$ cat config.mk
export PLATFORM = sky130hd
export DESIGN_NAME = cheat_code_rom_address_mapper
export DESIGN_NICKNAME = d
export VERILOG_FILES = /design/src/hw/rtl/ccram_pkg.sv /design/src/hw/rtl/ccram_cfg_regs.sv /design/src/hw/rtl/ccram_decode.sv /design/src/hw/rtl/cheat_code_rom_address_mapper.sv
export SDC_FILE = /design/constraint.sdc
export NUM_CORES = 1
export LEC_CHECK = 0
export ABC_CLOCK_PERIOD_IN_PS = 3500
export BUFFER_PORTS_ARGS = -buffer_cell sky130_fd_sc_hd__buf_2
export CAP_MARGIN = 5
export CORE_UTILIZATION = 30
export CTS_CLUSTER_SIZE = 40
export DETAILED_ROUTE_END_ITERATION = 7
export SYNTH_ARGS = -nofsm -noshare
export SYNTH_HDL_FRONTEND = slang
export SYNTH_SLANG_ARGS = --single-unit
$ cat constraint.sdc
create_clock -name clk -period 3.5 [get_ports clk]
set_input_delay 0.175 -clock clk [delete_from_list [all_inputs] [get_ports clk]]
set_output_delay 0.175 -clock clk [all_outputs]
set_load 0.01 [all_outputs]
$ cat src/hw/rtl/ccram_pkg.sv
// Shared types and codes for the cheat code ROM address mapper.
// No dependencies; every other file of the block imports this package.
package ccram_pkg;

  // Memory map codes held in the map_mode register
  localparam logic [2:0] MAP_MMC    = 3'd0;
  localparam logic [2:0] MAP_HYBRID = 3'd1;
  localparam logic [2:0] MAP_COPLO  = 3'd2;
  localparam logic [2:0] MAP_LOROM  = 3'd3;
  localparam logic [2:0] MAP_HIROM  = 3'd4;

  // Configuration register indexes
  localparam logic REG_MAP_MODE = 1'b0;
  localparam logic REG_ROM_SIZE = 1'b1;

  localparam int CODE_W   = 32;
  localparam int OFFSET_W = 22;
  localparam int SIZE_W   = 25;
  localparam int BYTE_W   = 8;

  localparam logic [2:0]          MAP_MODE_RESET = MAP_LOROM;
  localparam logic [OFFSET_W-1:0] FULL_MASK      = 22'h3fffff;

  typedef struct packed {
    logic [2:0]          map_mode;
    logic [OFFSET_W-1:0] mirror_mask;
  } ccram_cfg_t;

  typedef struct packed {
    logic                is_wram;
    logic                rom_hit;
    logic [OFFSET_W-1:0] rom_offset;
    logic [BYTE_W-1:0]   patch_byte;
  } ccram_result_t;

endpackage

$ cat src/hw/rtl/ccram_cfg_regs.sv
// Configuration registers: memory map select and ROM mirror mask.
// Depends on ccram_pkg.
module ccram_cfg_regs
  import ccram_pkg::*;
(
  input  logic              clk,
  input  logic              rst,
  input  logic              cfg_we,
  input  logic              cfg_index,
  input  logic [SIZE_W-1:0] cfg_data,
  output ccram_cfg_t        cfg
);

  logic [SIZE_W-1:0] size_minus_one;

  assign size_minus_one = cfg_data - SIZE_W'(1);

  always_ff @(posedge clk) begin
    if (rst) begin
      cfg.map_mode    <= MAP_MODE_RESET;
      cfg.mirror_mask <= FULL_MASK;
    end else if (cfg_we) begin
      case (cfg_index)
        REG_MAP_MODE: cfg.map_mode <= cfg_data[2:0];
        REG_ROM_SIZE: begin
          // keep the mask, not the size: zero selects the full 4 MiB mirror
          if (cfg_data == '0) begin
            cfg.mirror_mask <= FULL_MASK;
          end else begin
            cfg.mirror_mask <= size_minus_one[OFFSET_W-1:0];
          end
        end
        default: ;
      endcase
    end
  end

endmodule

$ cat src/hw/rtl/ccram_decode.sv
// Combinational decode of one cheat code: work RAM test, bus to ROM offset
// translation per memory map, and mirror masking. Depends on ccram_pkg.
module ccram_decode
  import ccram_pkg::*;
(
  input  logic [CODE_W-1:0] code,
  input  ccram_cfg_t        cfg,
  output ccram_result_t     result
);

  logic [7:0]          bank;
  logic [15:0]         lo;
  logic                wram;
  logic                hit;
  logic [OFFSET_W-1:0] off;
  logic [OFFSET_W-1:0] lorom;
  logic [OFFSET_W-1:0] linear;

  assign bank   = code[31:24];
  assign lo     = code[23:8];
  assign lorom  = {bank[6:0], lo[14:0]};
  assign linear = {bank[5:0], lo};

  // banks 7E/7F, or a low page in a bank without bit 6
  assign wram = (bank[7:1] == 7'h3f) || (!bank[6] && (lo[15:13] == 3'b000));

  always_comb begin
    hit = 1'b0;
    off = '0;
    case (cfg.map_mode)
      MAP_MMC: begin
        if (bank[7:6] == 2'b11) begin
          hit = 1'b1;
          off = linear;
        end else if (!bank[6] && lo[15]) begin
          hit = 1'b1;
          off = {bank[7], bank[5], bank[4:0], lo[14:0]};
        end
      end
      MAP_HYBRID: begin
        if (bank[6]) begin
          hit = (bank[6:5] != 2'b11);
          off = linear;
        end else begin
          hit = (lo[15:13] != 3'b011);
          off = lorom;
        end
      end
      MAP_COPLO, MAP_LOROM: begin
        hit = lo[15];
        off = lorom;
      end
      MAP_HIROM: begin
        // 40..7D, C0..FF, or the upper half of a bank without bit 6
        hit = (bank[7:6] == 2'b11) || (bank inside {[8'h40:8'h7d]}) ||
              (!bank[6] && lo[15]);
        off = linear;
      end
      default: hit = 1'b0;
    endcase
  end

  assign result.is_wram    = wram;
  assign result.rom_hit    = !wram && hit;
  assign result.rom_offset = (!wram && hit) ? (off & cfg.mirror_mask) : '0;
  assign result.patch_byte = code[BYTE_W-1:0];

endmodule

$ cat src/hw/rtl/cheat_code_rom_address_mapper.sv
// Top level of the cheat code ROM address mapper.
// Depends on ccram_pkg, ccram_cfg_regs and ccram_decode.

// Takes one 32-bit cheat code per word and returns one result word per code:
// a work RAM flag, a ROM hit flag, the masked ROM image offset and the patch
// byte. A new code is accepted every cycle while the input is not stalled;
// each code passes through the input register and then the result register,
// with the address decode between them. The input side stalls only while
// both registers are full and the output side is stalled. Configuration
// writes (map_mode at index 0, rom_size_bytes at index 1) take effect on the
// next cycle and are meant to be made while the block is empty; the ROM size
// is stored as its mirror mask.
module cheat_code_rom_address_mapper
  import ccram_pkg::*;
(
  input  logic                clk,
  input  logic                rst,
  // configuration write port
  input  logic                cfg_we,
  input  logic                cfg_index,
  input  logic [SIZE_W-1:0]   cfg_data,
  // code input channel
  input  logic                code_valid,
  output logic                code_stall,
  input  logic [CODE_W-1:0]   code,
  // result output channel
  output logic                result_valid,
  input  logic                result_stall,
  output logic                is_wram,
  output logic                rom_hit,
  output logic [OFFSET_W-1:0] rom_offset,
  output logic [BYTE_W-1:0]   patch_byte
);

  ccram_cfg_t    cfg;
  ccram_result_t decoded;
  ccram_result_t result;

  logic              code_reg_valid;
  logic [CODE_W-1:0] code_reg;
  logic              advance_result;
  logic              advance_code;

  ccram_cfg_regs u_cfg_regs (
    .clk       (clk),
    .rst       (rst),
    .cfg_we    (cfg_we),
    .cfg_index (cfg_index),
    .cfg_data  (cfg_data),
    .cfg       (cfg)
  );

  // Advance the result register when it is empty or being taken; advance the
  // input register when it is empty or moving on into the result register.
  assign advance_result = !result_valid || !result_stall;
  assign advance_code   = !code_reg_valid || advance_result;
  assign code_stall     = !advance_code;

  always_ff @(posedge clk) begin
    if (rst) begin
      code_reg_valid <= 1'b0;
    end else if (advance_code) begin
      code_reg_valid <= code_valid;
    end
  end

  // payload: hold while stalled, no reset needed
  always_ff @(posedge clk) begin
    if (advance_code && code_valid) begin
      code_reg <= code;
    end
  end

  ccram_decode u_decode (
    .code   (code_reg),
    .cfg    (cfg),
    .result (decoded)
  );

  always_ff @(posedge clk) begin
    if (rst) begin
      result_valid <= 1'b0;
    end else if (advance_result) begin
      result_valid <= code_reg_valid;
    end
  end

  always_ff @(posedge clk) begin
    if (advance_result && code_reg_valid) begin
      result <= decoded;
    end
  end

  assign is_wram    = result.is_wram;
  assign rom_hit    = result.rom_hit;
  assign rom_offset = result.rom_offset;
  assign patch_byte = result.patch_byte;

`ifndef ASSERT_OFF
  // input stalls only when both stages are full and the output is stalled
  a_stall_only_when_full: assert property (
    @(posedge clk) disable iff (rst)
    code_stall |-> (code_reg_valid && result_valid && result_stall)
  ) else $error("input stalled with room in the pipeline");

  // a work RAM code never carries a ROM hit or offset
  a_wram_no_rom: assert property (
    @(posedge clk) disable iff (rst)
    (result_valid && is_wram) |-> (!rom_hit && (rom_offset == '0))
  ) else $error("work RAM code reported a ROM hit or offset");

  // a miss gives a zero offset
  a_miss_zero_offset: assert property (
    @(posedge clk) disable iff (rst)
    (result_valid && !rom_hit) |-> (rom_offset == '0)
  ) else $error("ROM miss with nonzero offset");

  // a decoded code held in the input stage moves on once the output frees up
  a_stage_moves: assert property (
    @(posedge clk) disable iff (rst)
    (code_reg_valid && !result_valid) |=> result_valid
  ) else $error("decoded code did not reach the result register");
`endif

endmodule
After elaboration in Yosys (flattened, before gate mapping). Cells that the tools add are included.

Register bits after elaboration: 91. Input port bits: 63. Output and inout bits: 34. Word-level logic and storage cells: 54.

Add/subtract/negate cells: 1. Order comparisons: 2. Equal/unequal tests: 8. Mux-type cells: 9. Bitwise logic cells: 2. Reductions and logical operators: 23.

Operators with widths (number): $mux W22 (4); $pmux W22 S4 (1); $logic_not A25 Y1 (1); $and A22 B22 Y22 (1); $sub A22 B1 Y22 const B (1); $ge A8 B7 Y1 const B (1); $le A8 B7 Y1 const B (1); $eq A7 B6 Y1 const B (1); $eq A3 B2 Y1 const B (2); $logic_and A1 B1 Y1 (6); $logic_not A1 Y1 (6); $logic_not A3 Y1 (2); $logic_or A1 B1 Y1 (5); $pmux W1 S4 (1); $reduce_and A2 Y1 (2); $eq A3 B1 Y1 const B (1); $eq A3 B3 Y1 const B (1); $mux W1 (3); $ne A3 B2 Y1 const B (1); $eq A2 B2 Y1 const B (1); $ne A2 B2 Y1 const B (1); $reduce_or A2 Y1 (1); $not A1 Y1 (1).

Logic depth before layout (Yosys ltp). Gate-level depths: netlist of the first run.

Depth after elaboration: 6. Depth in mapped cells: 7. Depth with buffers taken out: 7.

Cells and area by module. From an unflattened synthesis of the first run, not the netlist that was laid out.

Cells, all modules: 318. Area, all modules: 3980.1 sq um.

Modules (own cells, without submodules): cheat_code_rom_address_mapper (instances 1, cells an instance 74, area each 2008.2 sq um); ccram_cfg_regs (instances 1, cells an instance 157, area each 1303.8 sq um); ccram_decode (instances 1, cells an instance 87, area each 668.1 sq um).

Least setup slack after synthesis of the first run. Ideal clock, no wire load.

Kind: register to register. Start: reg code_reg_valid. End: reg result (netlist bit is_wram), enable pin. Setup time: 470 ps. Arrival time: 2704 ps. Slack: 326 ps. Stages on the path, launching flop included: 2. Buffers on the path: 0. Cell sequence: dfxtp_1 > a21boi_0.

Cells in the longest elaborated chain, start to end: 1.

Ends and longest elaborated chain: start, declared (line cheat_code_rom_address_mapper.sv:39) `logic code_reg_valid;`; start signal, assigned (line cheat_code_rom_address_mapper.sv:63) `code_reg_valid <= code_valid;`; $logic_and A1 B1 Y1 (line cheat_code_rom_address_mapper.sv:89) `if (advance_result && code_reg_valid) begin`; end signal, assigned (line cheat_code_rom_address_mapper.sv:90) `result <= decoded;`; end, declared (line cheat_code_rom_address_mapper.sv:37) `ccram_result_t result;`.

No other way between the ends. A chain may end at the register's enable or synchronous reset.

Worst setup path in the final report of the first run.
Start: reg u_cfg_regs.cfg[23] (netlist name). End: reg result (netlist bit rom_offset[7]), data pin.

Cells in the longest elaborated chain, start to end: 4. Elaborated cells on any way between the ends: 10. Those cells by class: eq/ne: 4; mux: 2; bitwise: 1; reduce/logical: 3.

Ends and longest elaborated chain: $eq A3 B2 Y1 (line ccram_decode.sv:30) `case (cfg.map_mode)`; $reduce_or A2 Y1 (line ccram_decode.sv:30); $pmux W22 S4 or $pmux W1 S4 (tied branches) (line ccram_decode.sv:30); $and A22 B22 Y22 or $logic_and A1 B1 Y1 (tied branches) (line ccram_decode.sv:65) `assign result.rom_offset = (!wram && hit) ? (off & cfg.mirror_mask) : '0;`.

Several ways; a longest one is shown, not always the timed one.

==> results.sh, run 1 <==
export IMPL_start_util_pct=30.72
export IMPL_grt_ovfl_total=0
export IMPL_clock_sinks=91
export IMPL_chipHeight_um=112.9
export IMPL_drt_pass1_iter_count=8
export IMPL_setup_tns_ns=0
export IMPL_cp_end_kind="register"
export IMPL_arrival_ns=2.30
export IMPL_r2r_setup_slack_ns=1.25
export IMPL_crit_path_start="u_cfg_regs.cfg[23]"
export IMPL_grt_max_degree=33
export IMPL_insertion_delay_ns=0.34
export IMPL_multiInputGateArea_mm2=0.001184
export IMPL_hold_violations=0
export IMPL_async_flop_share_pct=0
export IMPL_finalClockSkew_ns=0.007794
export IMPL_area_growth_pct=31.30
export IMPL_critPathKind="register to register"
export IMPL_max_freq_ghz=0.4450
export IMPL_die_x_um=112.9
export IMPL_final_max_slew_viol_count=0
export IMPL_largest_register_ffs=32
export IMPL_gr_usage_all_layers_pct=14.80
export IMPL_portBuffers=96
export IMPL_yosysTopAreaCell="edfxtp_1"
export IMPL_period_minus_slack_ns=2.247
export IMPL_synth_most_common_cell="edfxtp_1"
export IMPL_grt_pass1_vias=2788
export IMPL_synthFlopType="edfxtp_1"
export IMPL_coreArea_mm2=0.01201
export IMPL_worst_slew_pin_slew_ns=1.168
export IMPL_synth_fp_nets=369
export IMPL_setup_violations_final=0
export IMPL_seq_area_mm2=0.002462
export IMPL_synth_seq_area_share_pct=66.73
export IMPL_nets=488
export IMPL_ios=97
export IMPL_gp_congestion=0.8037
export IMPL_irDropWorstVdd_mv=0.1897
export IMPL_fin_util_pct=40.33
export IMPL_via_per_inst=4.776
export IMPL_worstSetupStartpointType="register"
export IMPL_wl_per_cell_um=15.39
export IMPL_ant_nets=0
export IMPL_leakage_uw=0.001854
export IMPL_antenna_found_initial=0
export IMPL_status="complete, no violations"
export IMPL_max_slew_margin_rel_pct=21.91
export IMPL_power_density_mw_per_mm2=504.6
export IMPL_synthTopCellsByArea="edfxtp_1 (52%), dfxtp_1 (15%), nor2_1 (4.0%)"
export IMPL_yosysWarnings=0
export IMPL_clk_pin_slew_ns=0.06
export IMPL_rsz0062_at_grt="no"
export IMPL_required_ns=3.55
export IMPL_cp_max_fo=23
export IMPL_wl_mm=8.864
export IMPL_dp_hpwl_mm=6.136
export IMPL_cts_tree="done"
export IMPL_cts_made_buffers=9
export IMPL_num_vias=2751
export IMPL_h_tree_depth=3
export IMPL_dieArea_mm2=0.01275
export IMPL_synth_edff_count=64
export IMPL_grt_first_pass_wirelength_mm=14.13
export IMPL_min_period_over_period_pct=64.21
export IMPL_drt_iter0_drc=121
export IMPL_synth_avg_cell_area_um2=12.10
export IMPL_cts_root_buf="clkbuf_16"
export IMPL_whs_ns=0.01504
export IMPL_ys_top_cells_by_count="edfxtp_1 (64), nor2_1 (39), nand2_1 (34)"
export IMPL_drc=0
export IMPL_n_fill_cell=1184
export IMPL_syn_instance_count=305
export IMPL_reg2reg_from="u_cfg_regs.cfg[23]"
export IMPL_synth_area_mm2=0.003690
export IMPL_diodes=0
export IMPL_rows=40
export IMPL_ys_types=48
export IMPL_cts_buffer_depth=2
export IMPL_min_path_type="input port to register"
export IMPL_synth_seq_cells=91
export IMPL_cap_violations=0
export IMPL_worstHoldStart="code[9]"
export IMPL_yosys_area_top_type_share_pct=52.09
export IMPL_drive_gt1_share_pct=28.90
[report_power, final]
| group | internal [µW] | switching [µW] | total, µW |
|---|---|---|---|
| Sequential | 1220 | 30.8 | 1250 |
| Combinational | 99.0 | 130 | 229 |
| Clock | 555 | 408 | 963 |
| Total | 1880 | 568 | 2440 |
[cells in the final DEF, fill, tap and decap left out, types with 2 or more instances in the layout]
cell / count
buf_2: 96
edfxtp_1: 64
nor2_1: 39
nand2_1: 34
dfxtp_1: 27
dlygate4sd3_1: 21
a21oi_1: 16
nor3_1: 15
xnor2_1: 14
o21ai_0: 9
clkbuf_16: 9
inv_1: 7
nor3b_1: 6
o211ai_1: 6
a32oi_1: 5
nor4_1: 4
xor2_1: 4
nand3_1: 3
or3_1: 3
mux2i_1: 3
nor3_2: 3
a31oi_1: 2
nand3b_1: 2
o31ai_1: 2
nand4_1: 2
o22ai_1: 2
clkinv_2: 2
[path summary, 6_finish.rpt]
path | end | cells past startpoint
setup / recovery | rom_offset[7] | 5
hold / removal | code_reg[9] | 1
setup reg to reg | rom_offset[7] | 5
hold reg to reg | patch_byte[6] | 0
[repair_timing]
action | in CTS | in global routing
setup endpoints to repair | 0 | 0
gates resized for setup | 0 | 0
endpoints found under the hold margin | 13 | 8
hold buffers | 13 | 8
setup buffers | 0 | 0
[cell type report]
| class | count | area share [%] |
|---|---|---|
| tap | 147 | 3.796 |
| clock buffer | 10 | 4.726 |
| inverter | 8 | 0.6198 |
| clock inverter | 6 | 1.343 |
| multi-input combinational | 197 | 24.43 |
| sequential | 91 | 50.83 |
| timing repair buffer | 117 | 14.26 |
[critical path: stages (launching register included)]
cell	delay, ns
dfxtp_1	0.44
clkinv_1	0.28
o2111ai_1	0.17
a21oi_1	0.11
o21bai_2	0.82
nor2_1	0.13
[cell families after synthesis]
| group | count (synthesis) | share of synthesized area, % |
|---|---|---|
| AO/OA/AOI/OAI | 52 | 9.224 |
| flip-flops | 91 | 66.73 |
| multiplexers | 3 | 0.8139 |
| XOR/XNOR | 18 | 4.273 |
| buffers and inverters | 17 | 1.797 |
| adder cells (fa/ha/maj) | 1 | 0.3390 |
| AND/OR/NAND/NOR | 123 | 16.82 |
[per-layer routing]
layer / up-vias / GRT usage [%] / part of all wire [%]
li1: 1358 / - / -
met4: 0 / 5.439 / 1.2
met2: 65 / 25.56 / 51
met1: 1320 / 17.56 / 43
met3: 8 / 4.231 / 4.6
met5: - / 0 / 0
[through the flow]
stage               instance area [µm²]  cells  power [µW]  setup WS [ns]
floorplan                          3690    305        1382         0.3259
global placement                   4340    539        1481          1.408
detailed placement                 4340    539        1489          1.253
CTS                                4765    568        2468          1.244
global route                       4845    576        2554          1.033
finish                             4845    576        2444          1.253
No activity file was read; power rests on OpenSTA's default activity.
==> inputs of run 2 (changes only) <==
--- a/config.mk
+++ b/config.mk
@@ -5,7 +5,8 @@
 export SDC_FILE = /design/constraint.sdc
 export NUM_CORES = 1
 export LEC_CHECK = 0
-export ABC_CLOCK_PERIOD_IN_PS = 3500
+export ABC_AREA = 1
+export ABC_CLOCK_PERIOD_IN_PS = 1800
 export BUFFER_PORTS_ARGS = -buffer_cell sky130_fd_sc_hd__buf_2
 export CAP_MARGIN = 5
 export CORE_UTILIZATION = 30
==> constraint.sdc (replaced) <==
create_clock -name clk -period 1.8 [get_ports clk]
set_input_delay 0.09 -clock clk [delete_from_list [all_inputs] [get_ports clk]]
set_output_delay 0.09 -clock clk [all_outputs]
set_load 0.01 [all_outputs]
==> run 2 against run 1 <==
Against the previous run: final area grew 16%; cell count grew 36%; sequential power rose by 95%; highest routed layer unchanged; clock skew up 0.0011 ns; combinational power grew to 2.7 times the previous value; global-route usage up 1.0 points; synthesized cell count rose by 49%; total power is 100% higher; flip-flop and latch count is the same; die area is 12% higher; via count grew 32%; setup slack worse by 1.2 ns.
==> results.sh, run 2 <==
export IMPL_yosysWarnings=0
export IMPL_nets=665
export IMPL_critPathKind="register to register"
export IMPL_irDropWorstVdd_mv=0.4059
export IMPL_clk_pin_slew_ns=0.07
export IMPL_max_freq_ghz=0.5664
export IMPL_wl_mm=10.87
export IMPL_worst_slew_pin_slew_ns=0.6701
export IMPL_yosysTopAreaCell="edfxtp_1"
export IMPL_synth_seq_cells=91
export IMPL_grt_first_pass_wirelength_mm=17.42
export IMPL_grt_ovfl_total=0
export IMPL_min_path_type="input port to register"
export IMPL_synth_seq_area_share_pct=59.38
export IMPL_max_slew_margin_rel_pct=55.28
export IMPL_diodes=0
export IMPL_fin_util_pct=42.11
export IMPL_leakage_uw=0.002399
export IMPL_ant_nets=0
export IMPL_async_flop_share_pct=0
export IMPL_min_period_over_period_pct=98.08
export IMPL_cap_violations=0
export IMPL_synthTopCellsByArea="edfxtp_1 (46%), dfxtp_1 (13%), nand2_1 (11%)"
export IMPL_synth_edff_count=64
export IMPL_ys_top_cells_by_count="nand2_1 (117), edfxtp_1 (64), nor2_1 (63)"
export IMPL_via_per_inst=4.639
export IMPL_synthFlopType="edfxtp_1"
export IMPL_die_x_um=119.6
export IMPL_min_path_cells=3
export IMPL_ys_types=30
export IMPL_dieArea_mm2=0.01430
export IMPL_cts_tree="done"
export IMPL_hold_violations=0
export IMPL_h_tree_depth=3
export IMPL_synth_fp_nets=518
export IMPL_synth_area_mm2=0.004146
export IMPL_clock_sinks=91
export IMPL_antenna_found_initial=0
export IMPL_final_cell_area_mm2=0.005620
export IMPL_cts_buffer_depth=2
export IMPL_drt_pass1_iter_count=5
export IMPL_grt_max_degree=33
export IMPL_insertion_delay_ns=0.35
export IMPL_setup_tns_ns=0
export IMPL_layout_common_cells="nand2_1 (116), buf_2 (96), edfxtp_1 (64), nor2_1 (61), nand3_1 (59)"
export IMPL_required_ns=1.90
export IMPL_rsz0062_at_grt="no"
export IMPL_r2r_cells=8
export IMPL_num_vias=3628
export IMPL_cts_root_buf="clkbuf_16"
export IMPL_start_util_pct=31.06
export IMPL_drt_iter0_drc=270
export IMPL_gr_usage_all_layers_pct=15.83
export IMPL_rows=42
export IMPL_cp_end_kind="register"
export IMPL_yosys_area_top_type_share_pct=46.35
export IMPL_worstSetupStartpointType="register"
export IMPL_area_growth_pct=35.55
export IMPL_chipHeight_um=119.6
export IMPL_setup_violations_final=0
export IMPL_drive_gt1_share_pct=24.26
export IMPL_power_density_mw_per_mm2=879.5
export IMPL_layout_commonest_cell="nand2_1"
export IMPL_cts_made_buffers=9
export IMPL_final_max_slew_viol_count=0
export IMPL_period_minus_slack_ns=1.765
export IMPL_status="complete, no violations"
export IMPL_coreArea_mm2=0.01335
export IMPL_wl_per_cell_um=13.90
export IMPL_portBuffers=96
export IMPL_postPlaceCellArea_mm2=0.004918
export IMPL_cp_max_fo=21
export IMPL_gp_congestion=0.8581
export IMPL_synth_most_common_cell="nand2_1"
export IMPL_drc=0
export IMPL_syn_instance_count=454
export IMPL_grt_pass1_vias=3480
export IMPL_arrival_ns=1.86
export IMPL_synth_avg_cell_area_um2=9.133
export IMPL_ios=97
export IMPL_finalClockSkew_ns=0.008906
export IMPL_dp_hpwl_mm=7.800
export IMPL_largest_register_ffs=32
[run 2: critical path, stage by stage, from the launching register on]
cell      delay, ns
edfxtp_1       0.52
or2_1          0.28
nor2_1         0.12
nand2_1        0.08
nand2_1        0.12
inv_1          0.06
nand2_2        0.11
buf_12         0.16
nor2_1         0.06
[run 2: where the power goes]
| part | internal, µW | total (µW) | leakage [µW] | switching, µW |
|---|---|---|---|---|
| clock | 1050 | 1900 | 0.000152 | 850 |
| sequential | 2380 | 2440 | 0.000849 | 58.9 |
| combinational | 262 | 607 | 0.00140 | 346 |
[run 2: cell type report]
class | instances | area [µm²]
inverter | 36 | 135.1
clock buffer | 10 | 250.2
multi-input combinational | 316 | 1523
fill | 1348 | 7727
clock inverter | 6 | 53.80
tap | 176 | 220.2
timing repair buffer | 147 | 975.9
sequential | 91 | 2462
[run 2: layer usage]
metal | GRT usage, % | routed length (µm) | up-vias | part of all wire (%)
met5 | 0 | 0 | - | 0
met4 | 6.250 | 106 | 0 | 0.97
li1 | - | - | 1834 | -
met3 | 2.994 | 651 | 8 | 6.0
met2 | 24.21 | 4857 | 114 | 45
met1 | 22.04 | 5259 | 1672 | 48
[run 2: timing repair]
action,4_1_cts,5_1_grt
hold buffers,35,0
setup buffers,0,3
resized for setup,0,6
endpoints found under the setup margin,0,22
endpoints found under the hold margin,34,0
[run 2: final timing paths]
check                        end  slack, ns          from
setup / recovery  rom_offset[17]       0.03  code_reg[30]
hold reg to reg    patch_byte[2]       0.42   code_reg[2]
hold / removal    code_reg_valid       0.02    code_valid
setup reg to reg  rom_offset[17]       0.03  code_reg[30]
[run 2: cell families after synthesis]
kind of cell	Yosys count	synth area share (%)
flip-flops	91	59.38
AND/OR/NAND/NOR	264	27.73
XOR/XNOR	6	1.268
buffers and inverters	47	4.768
AO/OA/AOI/OAI	45	6.548
adder cells (fa/ha/maj)	1	0.3017
[run 2: stage by stage]
stage	power [µW]	hold slack (ns)	instances	worst slack, ns
final	4943	0.01869	782	0.03451
after global routing	5160	0.04449	782	0.002644
after CTS	4985	0.001517	779	0.05520
after detailed placement	3025	0.2685	728	0.06335
after global placement	3017	0.2668	728	0.1967
after floorplan	2784	0.1889	454	0.07309
